[config.mk]
export PLATFORM = sky130hd
export DESIGN_NAME = humidity_temperature_frame_decoder_unit
export DESIGN_NICKNAME = d
export VERILOG_FILES = /design/src/hw/rtl/htfd_pkg.sv /design/src/hw/rtl/humidity_temperature_frame_decoder_unit.sv /design/src/hw/rtl/htfd_front.sv /design/src/hw/rtl/htfd_queue.sv /design/src/hw/rtl/htfd_back.sv
export VERILOG_INCLUDE_DIRS = /design/src /design/src/hw/rtl
export SDC_FILE = /design/constraint.sdc
export NUM_CORES = 1
export LEC_CHECK = 0
export BUFFER_PORTS_ARGS = -buffer_cell sky130_fd_sc_hd__buf_2
export CAP_MARGIN = 5
export CORE_AREA = 2 2 162 164
export CTS_CLUSTER_DIAMETER = 100
export DETAILED_ROUTE_END_ITERATION = 10
export DIE_AREA = 0 0 164 166
export MAX_ROUTING_LAYER = met4
export PLACE_DENSITY_LB_ADDON = 0.08
export SLEW_MARGIN = 20
export SYNTH_ARGS = -nofsm -noshare
export SYNTH_HDL_FRONTEND = slang
export SYNTH_HIERARCHICAL = 1
export SYNTH_SLANG_ARGS = --single-unit
[constraint.sdc]
create_clock -name clk -period 7.7 [get_ports clk]
set_input_delay 1.155 -clock clk [delete_from_list [all_inputs] [get_ports clk]]
set_output_delay 1.155 -clock clk [all_outputs]
set_load 0.005 [all_outputs]
[src/hw/rtl/humidity_temperature_frame_decoder_unit_defines.svh]
// ----------------------------------------------------------------------------
// humidity_temperature_frame_decoder_unit assertion macros
// Concurrent check helpers; define NO_ASSERTIONS to compile them away.
// ----------------------------------------------------------------------------
`ifndef HUMIDITY_TEMPERATURE_FRAME_DECODER_UNIT_DEFINES_SVH
`define HUMIDITY_TEMPERATURE_FRAME_DECODER_UNIT_DEFINES_SVH

`ifndef NO_ASSERTIONS

// same-cycle implication
`define HTFD_ASSERT_IMPL(label, clk, rst, ante, cons) \
  label: assert property (@(posedge clk) disable iff (rst) (ante) |-> (cons)) \
    else $error("htfd check failed");

// next-cycle implication
`define HTFD_ASSERT_NEXT(label, clk, rst, ante, cons) \
  label: assert property (@(posedge clk) disable iff (rst) (ante) |=> (cons)) \
    else $error("htfd check failed");

`else

`define HTFD_ASSERT_IMPL(label, clk, rst, ante, cons)
`define HTFD_ASSERT_NEXT(label, clk, rst, ante, cons)

`endif

`endif

[src/hw/rtl/htfd_pkg.sv]
// ----------------------------------------------------------------------------
// htfd_pkg
// Types and constants shared by the frame decoder modules, and the crc-8 step used by htfd_front.
// ----------------------------------------------------------------------------
`default_nettype none

package htfd_pkg;

  localparam logic [7:0] CRC_POLY = 8'h31;
  localparam logic [7:0] CRC_INIT = 8'hFF;

  localparam int QUEUE_DEPTH_DEFAULT = 2;

  // scaling: raw * scale / full_scale, full scale is 2^16 - 1
  localparam int TEMP_PROD_W = 31;
  localparam int HUM_PROD_W  = 30;
  localparam logic [TEMP_PROD_W-1:0] TEMP_SCALE = 31'd17500;
  localparam logic [HUM_PROD_W-1:0]  HUM_SCALE  = 30'd10000;
  localparam logic [15:0] TEMP_OFFSET = 16'd4500;
  localparam logic [16:0] FULL_SCALE  = 17'd65535;

  typedef enum logic [2:0] {
    POS_T_MSB = 3'd0,
    POS_T_LSB = 3'd1,
    POS_T_CRC = 3'd2,
    POS_H_MSB = 3'd3,
    POS_H_LSB = 3'd4,
    POS_H_CRC = 3'd5
  } pos_t;

  typedef struct packed {
    logic [7:0] rx_byte;
    logic       frame_start;
  } byte_item_t;

  typedef struct packed {
    logic signed [14:0] temperature_centi;
    logic [13:0]        humidity_centi;
    logic               status;
  } result_item_t;

  // one complete frame handed from front to back
  typedef struct packed {
    logic [15:0] t_word;
    logic [15:0] h_word;
    logic        failed;
  } job_t;

  // msb-first crc-8, no final xor
  function automatic logic [7:0] crc_feed(input logic [7:0] crc, input logic [7:0] b);
    logic [7:0] c;
    c = crc ^ b;
    for (int k = 0; k < 8; k++) begin
      if (c[7]) begin
        c = {c[6:0], 1'b0} ^ CRC_POLY;
      end else begin
        c = {c[6:0], 1'b0};
      end
    end
    return c;
  endfunction

endpackage

`default_nettype wire

[src/hw/rtl/humidity_temperature_frame_decoder_unit.sv]
// ----------------------------------------------------------------------------
// humidity_temperature_frame_decoder_unit
// Decodes six-byte sensor replies into checked, scaled temperature/humidity.
// ----------------------------------------------------------------------------
//   channel  | direction | payload        | role
//   byte_*   | in        | byte_item_t    | reply bytes, one per item
//   result_* | out       | result_item_t  | one item per complete frame
//
// one byte item per cycle is taken while the frame queue has room.
// a frame's result passes through the queue entry written when its sixth byte is
// accepted, then the multiply register, then the divide/offset register.
// reset clears position, crc, queue pointers and pipeline valids.
// result_stall freezes the back pipeline while a result is valid; bytes keep flowing until the queue fills.
`default_nettype none
`include "humidity_temperature_frame_decoder_unit_defines.svh"

module humidity_temperature_frame_decoder_unit #(
  parameter int QUEUE_DEPTH = htfd_pkg::QUEUE_DEPTH_DEFAULT
) (
  input  wire                     clk,
  input  wire                     rst,
  input  wire                     byte_valid,
  output logic                    byte_stall,
  input  htfd_pkg::byte_item_t    byte_item,
  output logic                    result_valid,
  input  wire                     result_stall,
  output htfd_pkg::result_item_t  result_item
);
  import htfd_pkg::*;

  logic q_full, q_push, q_pop, q_head_valid;
  job_t push_job, head_job;

  htfd_front u_front (
    .clk        (clk),
    .rst        (rst),
    .byte_valid (byte_valid),
    .byte_stall (byte_stall),
    .byte_item  (byte_item),
    .q_full     (q_full),
    .q_push     (q_push),
    .q_job      (push_job)
  );

  htfd_queue #(
    .DEPTH (QUEUE_DEPTH)
  ) u_queue (
    .clk        (clk),
    .rst        (rst),
    .push       (q_push),
    .push_job   (push_job),
    .full       (q_full),
    .pop        (q_pop),
    .head_valid (q_head_valid),
    .head_job   (head_job)
  );

  htfd_back u_back (
    .clk          (clk),
    .rst          (rst),
    .job_valid    (q_head_valid),
    .job          (head_job),
    .job_pop      (q_pop),
    .result_valid (result_valid),
    .result_stall (result_stall),
    .result_item  (result_item)
  );

  // a frame is never pushed into a full queue
  `HTFD_ASSERT_IMPL(a_no_push_full, clk, rst, q_push, !q_full)
  // a crc failure carries zero values
  `HTFD_ASSERT_IMPL(a_fail_zero, clk, rst, result_valid && result_item.status,
    result_item.temperature_centi == 15'sd0 && result_item.humidity_centi == 14'd0)
  // good results stay in the sensor's range
  `HTFD_ASSERT_IMPL(a_good_range, clk, rst, result_valid && !result_item.status,
    result_item.temperature_centi >= -15'sd4500 &&
    result_item.temperature_centi <= 15'sd13000 &&
    result_item.humidity_centi <= 14'd10000)
  // a popped frame leaves the queue with room for the next
  `HTFD_ASSERT_NEXT(a_pop_frees, clk, rst, q_pop && !q_push, !q_full)

endmodule

`default_nettype wire

[src/hw/rtl/htfd_front.sv]
// ----------------------------------------------------------------------------
// htfd_front
// Byte intake: tracks frame position, runs the crc, assembles the words.
// ----------------------------------------------------------------------------
`default_nettype none

module htfd_front (
  input  wire                     clk,
  input  wire                     rst,
  input  wire                     byte_valid,
  output logic                    byte_stall,
  input  htfd_pkg::byte_item_t    byte_item,
  input  wire                     q_full,
  output logic                    q_push,
  output htfd_pkg::job_t          q_job
);
  import htfd_pkg::*;

  pos_t        pos, pos_next, pos_eff;
  logic [7:0]  crc, crc_next, crc_base;
  logic [15:0] t_word, t_word_next;
  logic [15:0] h_word, h_word_next;
  logic        failed, failed_next, fail_base, fail_chk;
  logic        restart, accept;

  assign byte_stall = q_full;
  assign accept     = byte_valid && !byte_stall;
  assign restart    = byte_item.frame_start || (pos > POS_H_CRC);
  assign pos_eff    = restart ? POS_T_MSB : pos;
  assign crc_base   = restart ? CRC_INIT : crc;
  assign fail_base  = restart ? 1'b0 : failed;

  // next position
  always_comb begin
    case (pos_eff)
      POS_T_MSB: pos_next = POS_T_LSB;
      POS_T_LSB: pos_next = POS_T_CRC;
      POS_T_CRC: pos_next = POS_H_MSB;
      POS_H_MSB: pos_next = POS_H_LSB;
      POS_H_LSB: pos_next = POS_H_CRC;
      POS_H_CRC: pos_next = POS_T_MSB;
      default:   pos_next = POS_T_MSB;
    endcase
  end

  // per-position data path
  always_comb begin
    crc_next    = crc_base;
    t_word_next = t_word;
    h_word_next = h_word;
    fail_chk    = fail_base;
    case (pos_eff)
      POS_T_MSB: begin
        crc_next    = crc_feed(crc_base, byte_item.rx_byte);
        t_word_next = {byte_item.rx_byte, t_word[7:0]};
      end
      POS_T_LSB: begin
        crc_next    = crc_feed(crc_base, byte_item.rx_byte);
        t_word_next = {t_word[15:8], byte_item.rx_byte};
      end
      POS_H_MSB: begin
        crc_next    = crc_feed(crc_base, byte_item.rx_byte);
        h_word_next = {byte_item.rx_byte, h_word[7:0]};
      end
      POS_H_LSB: begin
        crc_next    = crc_feed(crc_base, byte_item.rx_byte);
        h_word_next = {h_word[15:8], byte_item.rx_byte};
      end
      default: begin
        fail_chk = fail_base || (crc_base != byte_item.rx_byte);
        crc_next = CRC_INIT;
      end
    endcase
    // flag starts clean for the next frame
    failed_next = (pos_eff == POS_H_CRC) ? 1'b0 : fail_chk;
  end

  assign q_push       = accept && (pos_eff == POS_H_CRC);
  assign q_job.t_word = t_word;
  assign q_job.h_word = h_word;
  assign q_job.failed = fail_chk;

  always_ff @(posedge clk) begin
    if (rst) begin
      pos    <= POS_T_MSB;
      crc    <= CRC_INIT;
      failed <= 1'b0;
      t_word <= '0;
      h_word <= '0;
    end else if (accept) begin
      pos    <= pos_next;
      crc    <= crc_next;
      failed <= failed_next;
      t_word <= t_word_next;
      h_word <= h_word_next;
    end
  end

endmodule

`default_nettype wire

[src/hw/rtl/htfd_queue.sv]
// ----------------------------------------------------------------------------
// htfd_queue
// Small register queue of finished frames between front and back.
// ----------------------------------------------------------------------------
`default_nettype none

module htfd_queue #(
  parameter int DEPTH = htfd_pkg::QUEUE_DEPTH_DEFAULT
) (
  input  wire               clk,
  input  wire               rst,
  input  wire               push,
  input  htfd_pkg::job_t    push_job,
  output logic              full,
  input  wire               pop,
  output logic              head_valid,
  output htfd_pkg::job_t    head_job
);
  import htfd_pkg::*;

  localparam int PTR_W = (DEPTH > 1) ? $clog2(DEPTH) : 1;
  localparam int CNT_W = $clog2(DEPTH + 1);
  localparam logic [PTR_W-1:0] LAST = PTR_W'(DEPTH - 1);
  localparam logic [CNT_W-1:0] FULL_CNT = CNT_W'(DEPTH);

  job_t             entries [DEPTH];
  logic [PTR_W-1:0] wr_ptr, rd_ptr;
  logic [CNT_W-1:0] count;
  logic             do_push, do_pop;

  assign full       = (count == FULL_CNT);
  assign head_valid = (count != '0);
  assign head_job   = entries[rd_ptr];
  assign do_push    = push && !full;
  assign do_pop     = pop && head_valid;

  always_ff @(posedge clk) begin
    if (do_push) begin
      entries[wr_ptr] <= push_job;
    end
  end

  always_ff @(posedge clk) begin
    if (rst) begin
      wr_ptr <= '0;
      rd_ptr <= '0;
      count  <= '0;
    end else begin
      if (do_push) begin
        wr_ptr <= (wr_ptr == LAST) ? '0 : wr_ptr + 1'b1;
      end
      if (do_pop) begin
        rd_ptr <= (rd_ptr == LAST) ? '0 : rd_ptr + 1'b1;
      end
      case ({do_push, do_pop})
        2'b10:   count <= count + 1'b1;
        2'b01:   count <= count - 1'b1;
        default: count <= count;
      endcase
    end
  end

endmodule

`default_nettype wire

[src/hw/rtl/htfd_back.sv]
// ----------------------------------------------------------------------------
// htfd_back
// Scaling pipeline: constant multiply, then divide by 65535 and offset.
// ----------------------------------------------------------------------------
`default_nettype none

module htfd_back (
  input  wire                     clk,
  input  wire                     rst,
  input  wire                     job_valid,
  input  htfd_pkg::job_t          job,
  output logic                    job_pop,
  output logic                    result_valid,
  input  wire                     result_stall,
  output htfd_pkg::result_item_t  result_item
);
  import htfd_pkg::*;

  logic                   advance;
  logic                   s1_valid;
  logic [TEMP_PROD_W-1:0] t_prod;
  logic [HUM_PROD_W-1:0]  h_prod;
  logic                   s1_failed;

  logic [14:0] t_q0, t_quot;
  logic [13:0] h_q0, h_quot;
  logic [16:0] t_rem, h_rem;
  logic [15:0] t_signed;
  result_item_t result_next;

  assign advance = !result_valid || !result_stall;
  assign job_pop = advance && job_valid;

  // x / 65535: x>>16 is short by at most one, remainder stays below 2*65535
  assign t_q0   = t_prod[TEMP_PROD_W-1:16];
  assign t_rem  = {1'b0, t_prod[15:0]} + 17'(t_q0);
  assign t_quot = t_q0 + 15'(t_rem >= FULL_SCALE);
  assign h_q0   = h_prod[HUM_PROD_W-1:16];
  assign h_rem  = {1'b0, h_prod[15:0]} + 17'(h_q0);
  assign h_quot = h_q0 + 14'(h_rem >= FULL_SCALE);

  assign t_signed = {1'b0, t_quot} - TEMP_OFFSET;

  always_comb begin
    if (s1_failed) begin
      result_next.temperature_centi = '0;
      result_next.humidity_centi    = '0;
      result_next.status            = 1'b1;
    end else begin
      result_next.temperature_centi = t_signed[14:0];
      result_next.humidity_centi    = h_quot;
      result_next.status            = 1'b0;
    end
  end

  always_ff @(posedge clk) begin
    if (advance) begin
      t_prod      <= TEMP_PROD_W'(job.t_word) * TEMP_SCALE;
      h_prod      <= HUM_PROD_W'(job.h_word) * HUM_SCALE;
      s1_failed   <= job.failed;
      result_item <= result_next;
    end
  end

  always_ff @(posedge clk) begin
    if (rst) begin
      s1_valid     <= 1'b0;
      result_valid <= 1'b0;
    end else if (advance) begin
      s1_valid     <= job_valid;
      result_valid <= s1_valid;
    end
  end

endmodule

`default_nettype wire
* After elaboration in Yosys (flattened, before gate mapping)
Memory sizes are Yosys's and may differ from the RTL's. A register that Yosys moved wholly into a read port is not among the register bits. Index checks and enable logic that the tools add are counted.
Word-level totals: register bits 136, bits in latches 0, RAM bits 66, memory bits (read-only) 0, input port bits 13, logic and storage cells 169, memories 1
Memories:
- u_queue.entries | words 2, bits a word 33, read ports 1, clocked after Yosys merged registers in 1, wr ports 1, line htfd_queue.sv:26 | job_t entries [DEPTH];
Cells by class: $add $sub $neg 9, multipliers 2, divide/modulo/power cells 0, $lt $le $gt $ge 3, equal/unequal tests 9, shift operators 0, muxes and demuxes 74, bitwise operators 34, reduce and logical (&&, ||, !) cells 19
Operators with widths (count):
- 2-to-1 mux 8 bit | 29
- 2-to-1 mux 6 bit | 29
- inverter 3 bit | 29
- one-hot mux 16 bit (2 select lines) | 2
- >= comparator 17 x 16 -> 1 bit, second input constant | 2
- one-hot mux 8 bit (4 select lines) | 1
- multiplier 16 x 13 -> 29 bit, second input constant | 1
- multiplier 16 x 10 -> 26 bit, second input constant | 1
- adder 16 x 14 -> 17 bit | 1
- adder 16 x 15 -> 17 bit | 1
- adder 15 x 1 -> 15 bit | 1
- one-hot mux 3 bit (5 select lines) | 1
- subtractor 15 x 13 -> 15 bit, second input constant | 1
- adder 14 x 1 -> 14 bit | 1
- AND reduction 3 bit | 4
- 2-to-1 mux 1 bit | 10
- != test 8 bit | 1
- bitwise XOR 8 bit | 1
- == test 3 x 2 -> 1 bit, second input constant | 2
- == test 3 bit, second input constant | 2
- logical AND 1 bit | 5
- == test 2 bit, second input constant | 2
- inverter 1 bit | 4
- one-hot mux 2 bit (2 select lines) | 1
- 12 further kinds | 18

* Logic depth before layout (Yosys ltp)
Gate-level depths: netlist of the first run.
depth in word-level cells 28, mapped depth 22, mapped depth without buffers 20

* Cells and area by module
The synthesis of the first run kept the hierarchy.
Modules (own cells, without submodules):
- htfd_back | times used 1, cells each 1034, area an instance 10318.6 um^2
- htfd_queue | times used 1, cells each 129, area an instance 2598.7 um^2
- htfd_front | times used 1, cells each 234, area an instance 2089.5 um^2

* Worst setup path before layout of the first run
No wires, ideal clock.
path type register -> register, start point register with a tool-made name, end point register u_back.t_prod[29] (data pin), setup time 269 ps, data arrival time 5062 ps, required time 7431 ps, slack 2369 ps, cell stages (with the launch flop) 21, buffers on the path 2, period minus slack after synthesis 5331 ps, cells stage by stage dfxtp_1 > clkbuf_1 > buf_2 > mux2_2 > ha_1 > inv_1 > fa_1 > inv_1 > ha_1 > fa_1 > inv_1 > fa_1 > inv_1 > ha_1 > o21a_1 > o21ai_1 > and3b_1 > a21o_1 > or4_4 > a31oi_2 > o311ai_1
RTL lines:
- end signal, assigned | line htfd_back.sv:58 | t_prod <= TEMP_PROD_W'(job.t_word) * TEMP_SCALE;
- end, declared | line htfd_back.sv:21 | logic [TEMP_PROD_W-1:0] t_prod;

==> results.json, run 1 <==
{
  "status": "finished clean",
  "tns_ps": 0,
  "power_density_mw_per_mm2": 144,
  "finalCriticalPeriod_ps": 5940,
  "multiInputGateArea_mm2": 0.00841,
  "synth_xor_area_share_pct": 5.66,
  "critPathKind": "register to register",
  "crit_slowest_cell": "dfxtp_1",
  "holdWs_ps": 455,
  "syn_inst": 1397,
  "cts.sinks": 203,
  "post_cts_buffers": 0,
  "cts_hold_buf": 0,
  "antenna_left": 0,
  "rrSetupSlack_ps": 1760,
  "synth_edf_count": 152,
  "synth.cell_area_mm2": 0.0150,
  "max_freq_mhz": 168,
  "ctsHtreeMaxLevel": 1,
  "ys_seq_area_share_pct": 37.2,
  "maxSlewHeadroom_pct": 33.2,
  "worstHoldStart": "u_front/t_word[5]",
  "cts_buffer_depth": 3,
  "cp_num_cells": 17,
  "hold_path_class": "register to register",
  "gp_congestion": 0.907,
  "crit_family": "adder cells",
  "post-place-ws_ps": 1700,
  "cts_root_buf": "clkbuf_16",
  "synthTopCellsByArea": "edfxtp_1, ha_1, fa_1",
  "rsz0062_at_grt": "false",
  "worst_slack_ps": 1760,
  "synth_top_area_cell": "edfxtp_1",
  "antenna_found_initial": 0,
  "drt-wirelength-per-cell_um": 15.6,
  "clkTransAtPathRegs_ps": 60,
  "track_usage_pct": 21.9,
  "slew_violations": 0,
  "drive_gt1_share_pct": 8.93,
  "remaining_drc_errors": 0,
  "startpoint_type": "register",
  "crit_path_end_kind": "register",
  "overflow": 0,
  "grt_pass1_wl_um": 47400,
  "vias": 9749,
  "port_buffers": 44,
  "grt_max_degree": 88,
  "fin_crit_sh_pct": 77.1,
  "core_area_mm2": 0.0256,
  "ys_ff_latch": 203,
  "fin_skew_ps": 8.92,
  "die_height_um": 166,
  "dpl.hpwl_um": 21900,
  "synthTopCellsByCount": "inv_1, ha_1, edfxtp_1, nor2_1, fa_1",
  "ff_latch_area_mm2": 0.00559,
  "start_util_pct": 58.6,
  "critPathArrivalTime_ps": 6170,
  "synthMuxAreaShare_pct": 3.90,
  "tightest_slew_ps": 999,
  "power.leakage_nw": 7.38,
  "maxCapViolCount": 0,
  "nFillCells": 2074,
  "worstSkewPairLatency_ps": 490,
  "wl_um": 27800,
  "ys_warn_count": 6,
  "cts_tree": "yes",
  "syn_area_per_cell_um2": 10.7,
  "area_growth_pct": 8.28,
  "die_x_um": 164,
  "antennaDiodeCount": 0,
  "worst-path-buf-inv": 3,
  "ir_drop_mv": 0.204,
  "synth_top_family_by_area": "adder cells",
  "slowest_delay_ps": 650,
  "die_area_mm2": 0.0272,
  "synth_compound_area_share_pct": 9.72,
  "min_delay_path_depth": 0,
  "dr.first_iter.drc_count": 507,
  "final_nets": 1731,
  "cp_cell_sequence": "buf_4, mux2_1, ha_1, fa_1, ha_1, ha_1, inv_1, fa_1, inv_1, fa_1, a211oi_2, o21ai_1, a2111oi_2, o31a_1, o211ai_1, a41oi_1, xnor2_1",
  "worst_hold_path.endpoint": "u_queue/entries[1][22]",
  "synthSimpleGateAreaFrac_pct": 9.41,
  "synth_top_area_share_pct": 30.4,
  "cts_resized": 0,
  "synth-async-reset-ratio_pct": 0,
  "synthFlopType": "edfxtp_1",
  "drtPass1Iterations": 6,
  "grt_pass1_vias": 9603,
  "setup_viol": 0,
  "cts_buffers": 22,
  "synthAdderAreaFrac_pct": 27.3,
  "ios": 45,
  "syn_nets": 1688,
  "reg2regPathDepth": 17,
  "reg2reg_to": "u_back/t_prod[28]",
  "rows": 59,
  "worstPathRequired_ps": 7940,
  "finalPower_mw": 2.33,
  "viasPerCell": 5.45,
  "yosysMostFrequentCell": "inv_1",
  "critPathMaxFanout": 22,
  "synthDistinctLibCells": 76,
  "finalHoldViolations": 0
}
-- logic make-up (layout without fill, tap and decap cells) --
| logic type | count (synthesis) | after routing |
|---|---|---|
| buf+inv | 262 | 320 |
| xor+xnor | 92 | 92 |
| compound gates | 214 | 214 |
| simple gates | 294 | 294 |
| flops | 203 | 203 |
| fa+ha+maj | 278 | 278 |
| mux | 54 | 54 |
-- report_power, final --
| group | total, mW | switching [mW] | internal (mW) | leakage [nW] |
|---|---|---|---|---|
| Combinational | 0.132 | 0.0680 | 0.0643 | 5.10 |
| Clock | 1.01 | 0.400 | 0.607 | 0.351 |
| Sequential | 1.19 | 0.0141 | 1.18 | 1.93 |
| Total | 2.33 | 0.482 | 1.85 | 7.38 |
-- metrics by stage --
| stage | utilization (%) | instances | area [µm²] |
|---|---|---|---|
| floorplan | - | 1397 | 15000 |
| global placement | 60.7 | 1751 | 15500 |
| detailed placement | 60.7 | 1751 | 15500 |
| CTS | 63.4 | 1790 | 16200 |
| global route | 63.4 | 1790 | 16200 |
| finish | 63.4 | 1790 | 16200 |
-- layer usage --
layer / GRT usage (%) / share of wire (%)
met3: 2.72 / 3.5
met5: - / 0
met4: 5.87 / 2.7
met2: 34.2 / 45
met1: 30.6 / 49
-- worst max path at each step --
stage	to	slack, ps	startpoint
after floorplan	u_back/t_prod[29]	2370	register
after CTS	u_back/t_prod[28]	1700	register
after global routing	u_back/t_prod[28]	1370	register
after global placement	u_back/t_prod[28]	1750	register
final	u_back/t_prod[28]	1760	register
after detailed placement	u_back/t_prod[28]	1700	register
-- worst register-to-register path, delay by kind of cell (launching register included) --
family          cells  cell delay [ps]
fa+ha+maj           6             2420
compound gates      6             1550
flops               1              650
buf+inv             3              500
mux                 1              480
xor+xnor            1               90
-- layout make-up --
cell class	instances	area share, %
multi-input cells	932	51.7
flip-flops and latches	203	34.4
inverters	233	5.38
clock buffers	29	3.87
well taps	335	2.58
repair buffers	48	1.56
clock inverters	10	0.493
-- registers in the layout (all words and copies together) (netlist names), 2 cells and up, named ones only --
signal / count
u_back/t_prod: 29
u_front/pos: 3
u_queue/count: 2
u_queue/entries: 66
u_front/h_word: 16
u_back/h_prod: 26
u_front/t_word: 16
u_front/crc: 8
u_back/result_item: 30
-- cells in the final DEF (no fill, tap or decap), types with 21 or more instances in the layout --
master,instances
a21oi_1,69
buf_2,44
clkbuf_16,23
dfxtp_1,51
edfxtp_1,152
fa_1,82
ha_1,196
inv_1,232
mux2_2,21
nand2_1,64
nand3_1,25
nor2_1,105
nor3_1,21
o21ai_0,32
xnor2_1,56
xor2_1,31
(Power assumes the default switching activity.)
==> run 2: changes to the inputs <==
ABC_AREA = 1   (was unset)
CORE_AREA = 2 2 167 169   (was 2 2 162 164)
DIE_AREA = 0 0 169 171   (was 0 0 164 166)
clock period = 6 ns   (was 7.7 ns; I/O delays follow)
==> run 2 against run 1 <==
Non-clock buffer count up 1. Combinational power up 67%. Sequential share of layout area down 2.2 points.
==> results.json, run 2 <==
{
  "status": "finished clean",
  "ys_warn_count": 6,
  "ys_ff_latch": 203,
  "worstPathRequired_ps": 6250,
  "startpoint_type": "register",
  "cts_tree": "yes",
  "regMostFlops": "u_queue/entries",
  "worst_slack_ps": 786,
  "grt_max_degree": 86,
  "wl_um": 33200,
  "antenna_found_initial": 0,
  "start_util_pct": 58.8,
  "synth_edf_count": 152,
  "slew_violations": 0,
  "fin_crit_sh_pct": 86.9,
  "largest_register_ffs": 66,
  "dpl-instance-area_mm2": 0.0166,
  "area_growth_pct": 7.91,
  "fin_skew_ps": 13.7,
  "tightest_slew_ps": 1030,
  "viasPerCell": 5.24,
  "crit_path_end_kind": "register",
  "synthFlopType": "edfxtp_1",
  "synth_top_area_share_pct": 28.4,
  "ir_drop_mv": 0.236,
  "core_area_mm2": 0.0273,
  "drt-wirelength-per-cell_um": 15.0,
  "nFillCells": 2391,
  "post_cts_buffers": 0,
  "die_height_um": 171,
  "ctsHtreeMaxLevel": 1,
  "multiInputGateArea_mm2": 0.00897,
  "track_usage_pct": 24.7,
  "synth-async-reset-ratio_pct": 0,
  "maxSlewHeadroom_pct": 31.7,
  "rsz0062_at_grt": "false",
  "cts_resized": 0,
  "yosysMostFrequentCell": "inv_1",
  "dpl.hpwl_um": 27300,
  "power.leakage_nw": 8.78,
  "finalHoldViolations": 0,
  "layout_commonest_cell": "inv_1",
  "maxCapViolCount": 0,
  "hold_path_class": "register to register",
  "final_nets": 2148,
  "final_util_pct": 63.5,
  "synthTopCellsByArea": "edfxtp_1, ha_1, fa_1",
  "syn_inst": 1803,
  "reg_top3": "u_queue/entries x66, u_back/result_item x30, u_back/t_prod x29",
  "critPathMaxFanout": 19,
  "power_density_mw_per_mm2": 179,
  "synthTopCellsByCount": "inv_1, nand2_1, ha_1, edfxtp_1, nor2_1",
  "ios": 45,
  "vias": 11600,
  "tns_ps": 0,
  "grt_pass1_wl_um": 55600,
  "finalCriticalPeriod_ps": 5210,
  "clkTransAtPathRegs_ps": 60,
  "syn_nets": 2094,
  "rows": 61,
  "syn_area_per_cell_um2": 8.91,
  "ff_latch_area_mm2": 0.00559,
  "critPathArrivalTime_ps": 5460,
  "final_area_mm2": 0.0173,
  "antenna_left": 0,
  "drtPass1Iterations": 5,
  "die_area_mm2": 0.0289,
  "post-place-ws_ps": 780,
  "min_delay_path_depth": 0,
  "critPathKind": "register to register",
  "remaining_drc_errors": 0,
  "setup_viol": 0,
  "worstSkewPairLatency_ps": 510,
  "synth.cell_area_mm2": 0.0161,
  "cts_buffer_depth": 3,
  "port_buffers": 44,
  "die_x_um": 169,
  "synth_top_area_cell": "edfxtp_1",
  "cts_hold_buf": 0,
  "drive_gt1_share_pct": 8.92,
  "antennaDiodeCount": 0,
  "dr.first_iter.drc_count": 717,
  "ys_seq_area_share_pct": 34.8,
  "max_freq_mhz": 192,
  "most-common-layout-cells": "inv_1, nand2_1, ha_1, edfxtp_1, nor2_1",
  "overflow": 0,
  "reg2regPathDepth": 19,
  "synthDistinctLibCells": 47,
  "cts.sinks": 203,
  "cts_root_buf": "clkbuf_16",
  "gp_congestion": 0.938,
  "cts_buffers": 23,
  "grt_pass1_vias": 11500
}
[run 2: cell types whose count changed in the layout (fill, tap and decap cells not counted), sizes merged, moves of 9 or more]
cell,previous run,this run
nor3,21,12
a211oi,16,0
o21ai,36,71
inv,234,363
a21o,17,5
a21oi,71,110
nor2,105,140
nand3,25,98
nand4,7,28
nor2b,15,0
nand2,65,356
mux2i,18,0
xnor2,60,13
[run 2: path summary, 6_finish.rpt]
path | start | end | slack (ps)
worst max-delay path | register | u_back/h_prod[29] | 790
worst min-delay path | u_front/h_word[13] | u_queue/entries[0][14] | 450
worst max register to register | register | u_back/h_prod[29] | 790
worst min register to register | u_front/h_word[13] | u_queue/entries[0][14] | 450
[run 2: final cells by class]
cell class / count / share of cell area (%)
Clock buffer: 29 / 3.69
Clock inverter: 12 / 0.534
Inverter: 362 / 7.84
Multi-Input combinational cell: 1218 / 51.7
Sequential cell: 203 / 32.2
Tap cell: 346 / 2.50
Timing Repair Buffer: 49 / 1.49
[run 2: logic make-up after synthesis]
logic type / share of synthesized area (%)
AO/OA/AOI/OAI: 7.01
flip-flops: 34.8
XOR/XNOR: 2.59
adder cells (fa/ha/maj): 25.5
AND/OR/NAND/NOR: 17.7
multiplexers: 3.01
buffers and inverters: 9.47
[run 2: routing by layer]
layer,vias up,track usage [%],wire length [µm]
li1,5979,-,-
met1,5372,31.7,15400
met2,229,42.1,15800
met3,56,2.78,1140
met4,0,6.17,843
met5,-,-,0
[run 2: worst max-delay path, cell delays in order (launching register included)]
cell and delay [ps]:
dfxtp_2 720, buf_4 300, mux2_4 350, inv_1 180, fa_1 440, inv_1 60, ha_1 240, fa_1 490
ha_1 290, inv_1 50, fa_1 490, inv_1 40, ha_1 340, a21oi_1 330, o21ai_0 200, nand2_1 90
nand2_1 70, nand2_1 70, nand3_1 70, xor2_1 150
[run 2: power by group]
group / total (mW) / leakage [nW] / internal, mW / switching [mW]
Clock: 1.33 / 0.356 / 0.796 / 0.535
Sequential: 1.55 / 1.96 / 1.53 / 0.0214
Combinational: 0.221 / 6.46 / 0.0760 / 0.145
[run 2: metrics by stage]
stage               power, mW  std cells  hold slack, ps
floorplan                1.73       1803             420
global placement         1.79       2178             431
detailed placement       1.80       2178             439
CTS                      3.13       2219             452
global route             3.22       2219             471
finish                   3.10       2219             451
==> run 3: changes to the inputs <==
ABC_AREA = unset   (was 1)
CORE_AREA = 2 2 159 161   (was 2 2 167 169)
DIE_AREA = 0 0 161 163   (was 0 0 169 171)
SYNTH_HIERARCHICAL = unset   (was 1)
==> run 3 against run 2 <==
Core utilization increased by 1.1 points. Design area shrank 8.2%. Register-to-register slack worse by 430 ps. Via count shrank 21%. Largest power group unchanged. Highest routed layer unchanged. Clock power shrank 5%. Clock skew is 2.7 ps lower. Maximum frequency fell by 7.6%.
==> results.json, run 3 <==
{
  "status": "finished clean",
  "final_util_pct": 64.5,
  "core_area_mm2": 0.0247,
  "drtPass1Iterations": 4,
  "grt_pass1_wl_um": 43400,
  "dpl.hpwl_um": 20800,
  "cts_hold_buf": 0,
  "synth_top_area_cell": "edfxtp_1",
  "track_usage_pct": 21.1,
  "start_util_pct": 59.1,
  "syn_inst": 1363,
  "remaining_drc_errors": 0,
  "worstPathRequired_ps": 6240,
  "power_density_mw_per_mm2": 267,
  "slew_violations": 0,
  "maxSlewHeadroom_pct": 29.8,
  "crit_path_end_kind": "register",
  "finalHoldViolations": 0,
  "ctsHtreeMaxLevel": 1,
  "viasPerCell": 5.22,
  "drt-met1-wl_um": 12900,
  "worstSkewPairLatency_ps": 510,
  "syn_area_per_cell_um2": 10.7,
  "clkTransAtPathRegs_ps": 60,
  "fin_crit_sh_pct": 94.1,
  "port_buffers": 44,
  "top_layer": "met4",
  "largest_register_ffs": 66,
  "area_growth_pct": 9.17,
  "startpoint_type": "register",
  "yosysMostFrequentCell": "inv_1",
  "final_cell_count_no_fill": 1761,
  "ir_drop_mv": 0.235,
  "nFillCells": 2004,
  "critPathKind": "register to register",
  "reg_top3": "u_queue.entries x66, u_back.result_item x30, u_back.t_prod x29",
  "cts_root_buf": "clkbuf_16",
  "overflow": 0,
  "die_x_um": 161,
  "critPathMaxFanout": 15,
  "maxCapViolCount": 0,
  "fin_skew_ps": 11.0,
  "layout_commonest_cell": "inv_1",
  "holdWs_ps": 455,
  "synth.cell_area_mm2": 0.0146,
  "gp_congestion": 0.905,
  "cts_buffers": 22,
  "synth-async-reset-ratio_pct": 0,
  "cts_tree": "yes",
  "critPathArrivalTime_ps": 5890,
  "die_area_mm2": 0.0262,
  "cts.sinks": 203,
  "tightest_slew_ps": 1050,
  "ios": 45,
  "synthTopCellsByArea": "edfxtp_1, ha_1, fa_1",
  "dr.first_iter.drc_count": 434,
  "drt-wirelength-per-cell_um": 14.9,
  "ys_warn_count": 0,
  "drive_gt1_share_pct": 8.53,
  "synthTopCellsByCount": "inv_1, ha_1, edfxtp_1, nor2_1, fa_1",
  "synth_top_area_share_pct": 31.3,
  "hold_path_class": "register to register",
  "syn_nets": 1654,
  "power.leakage_nw": 7.27,
  "synthFlopType": "edfxtp_1",
  "die_height_um": 163,
  "regMostFlops": "u_queue.entries",
  "antenna_found_initial": 0,
  "most-common-layout-cells": "inv_1, ha_1, edfxtp_1, nor2_1, fa_1",
  "grt_max_degree": 87,
  "dp_cells": 1722,
  "cts_buffer_depth": 3,
  "finalCriticalPeriod_ps": 5650,
  "wl_um": 26200,
  "antennaDiodeCount": 0,
  "setup_viol": 0,
  "synthDistinctLibCells": 62,
  "grt_pass1_vias": 8905,
  "max_freq_mhz": 177,
  "wl_met3_um": 778,
  "antenna_left": 0,
  "ys_seq_area_share_pct": 38.3,
  "ys_ff_latch": 203,
  "vias": 9192,
  "met2_length_um": 12100,
  "rows": 58,
  "synth_edf_count": 152,
  "final_nets": 1707
}
## run 3: changes by cell type in the layout (fill, tap and decap cells not counted), moves of 30 or more
| cell | previous run | this run |
|---|---|---|
| nand2_1 | 345 | 62 |
| xnor2_1 | 12 | 69 |
| nand3_1 | 97 | 32 |
| nor2_1 | 126 | 96 |
| inv_1 | 355 | 227 |
| a21oi_1 | 110 | 75 |
| mux2i_1 | 0 | 36 |
| mux2_4 | 30 | 0 |
## run 3: layout make-up
class                      instances  area, µm²  area share [%]
timing repair buffer              58        329            2.07
sequential                       203       5590            35.1
tap                              330        413            2.59
clock inverter                    11       87.6           0.550
multi-input combinational        904       8060            50.6
clock buffer                      28        593            3.72
inverter                         227        852            5.35
## run 3: per-layer routing
layer	vias up	GRT usage, %
met5	-	-
met4	0	4.18
met3	34	2.39
met2	130	34.8
met1	4292	28.8
li1	4736	-
## run 3: worst max-delay path: stages, from the launching register on
cell and delay (ps):
dfxtp_4 480, mux2_2 470, ha_1 320, inv_1 50, fa_1 490, inv_1 40, ha_1 260, inv_1 50
fa_1 490, inv_1 60, fa_1 470, ha_1 390, a21o_1 220, a21oi_1 190, a31oi_1 130, a31o_2 290
a21bo_2 210, o41ai_2 350, o211ai_1 220, xor2_1 170
## run 3: repair_timing
action	4_1_cts	5_1_grt
endpoints found under the setup margin	0	8
buffers inserted	0	0
gates resized for setup	0	5
## run 3: where the power goes
part / internal, mW / switching [mW]
Sequential: 1.69 / 0.130
Combinational: 0.549 / 0.633
Clock: 0.741 / 0.520
Total: 2.98 / 1.28
## run 3: kinds of logic after synthesis
group / share of synthesized area (%)
xor gates and xnor gates: 6.25
and+or+nand+nor: 8.75
buffers and inverters: 6.61
muxes: 3.45
AOI/OAI and AO/OA: 8.58
DFF: 38.3
adders and majority gates: 28.1
## run 3: worst paths after layout
path	from	to	slack, ps	cells past startpoint
worst max-delay path	register	u_back.t_prod[28]	350	19
worst max register to register	register	u_back.t_prod[28]	350	19
worst min register to register	u_front.h_word[15]	u_queue.entries[1][16]	450	0
worst min-delay path	u_front.h_word[15]	u_queue.entries[1][16]	450	0
## run 3: metrics by stage
stage / instance area, µm² / power, mW / setup TNS, ps / worst slack [ps]
6_report: 15900 / 4.26 / 0 / 355
4_1_cts: 15900 / 4.30 / 0 / 91.4
5_1_grt: 15900 / 4.53 / -4.58 / -4.58
3_5_place_dp: 15200 / 3.02 / 0 / 111
2_1_floorplan: 14600 / 2.74 / 0 / 9.27
3_3_place_gp: 15200 / 3.01 / 0 / 220
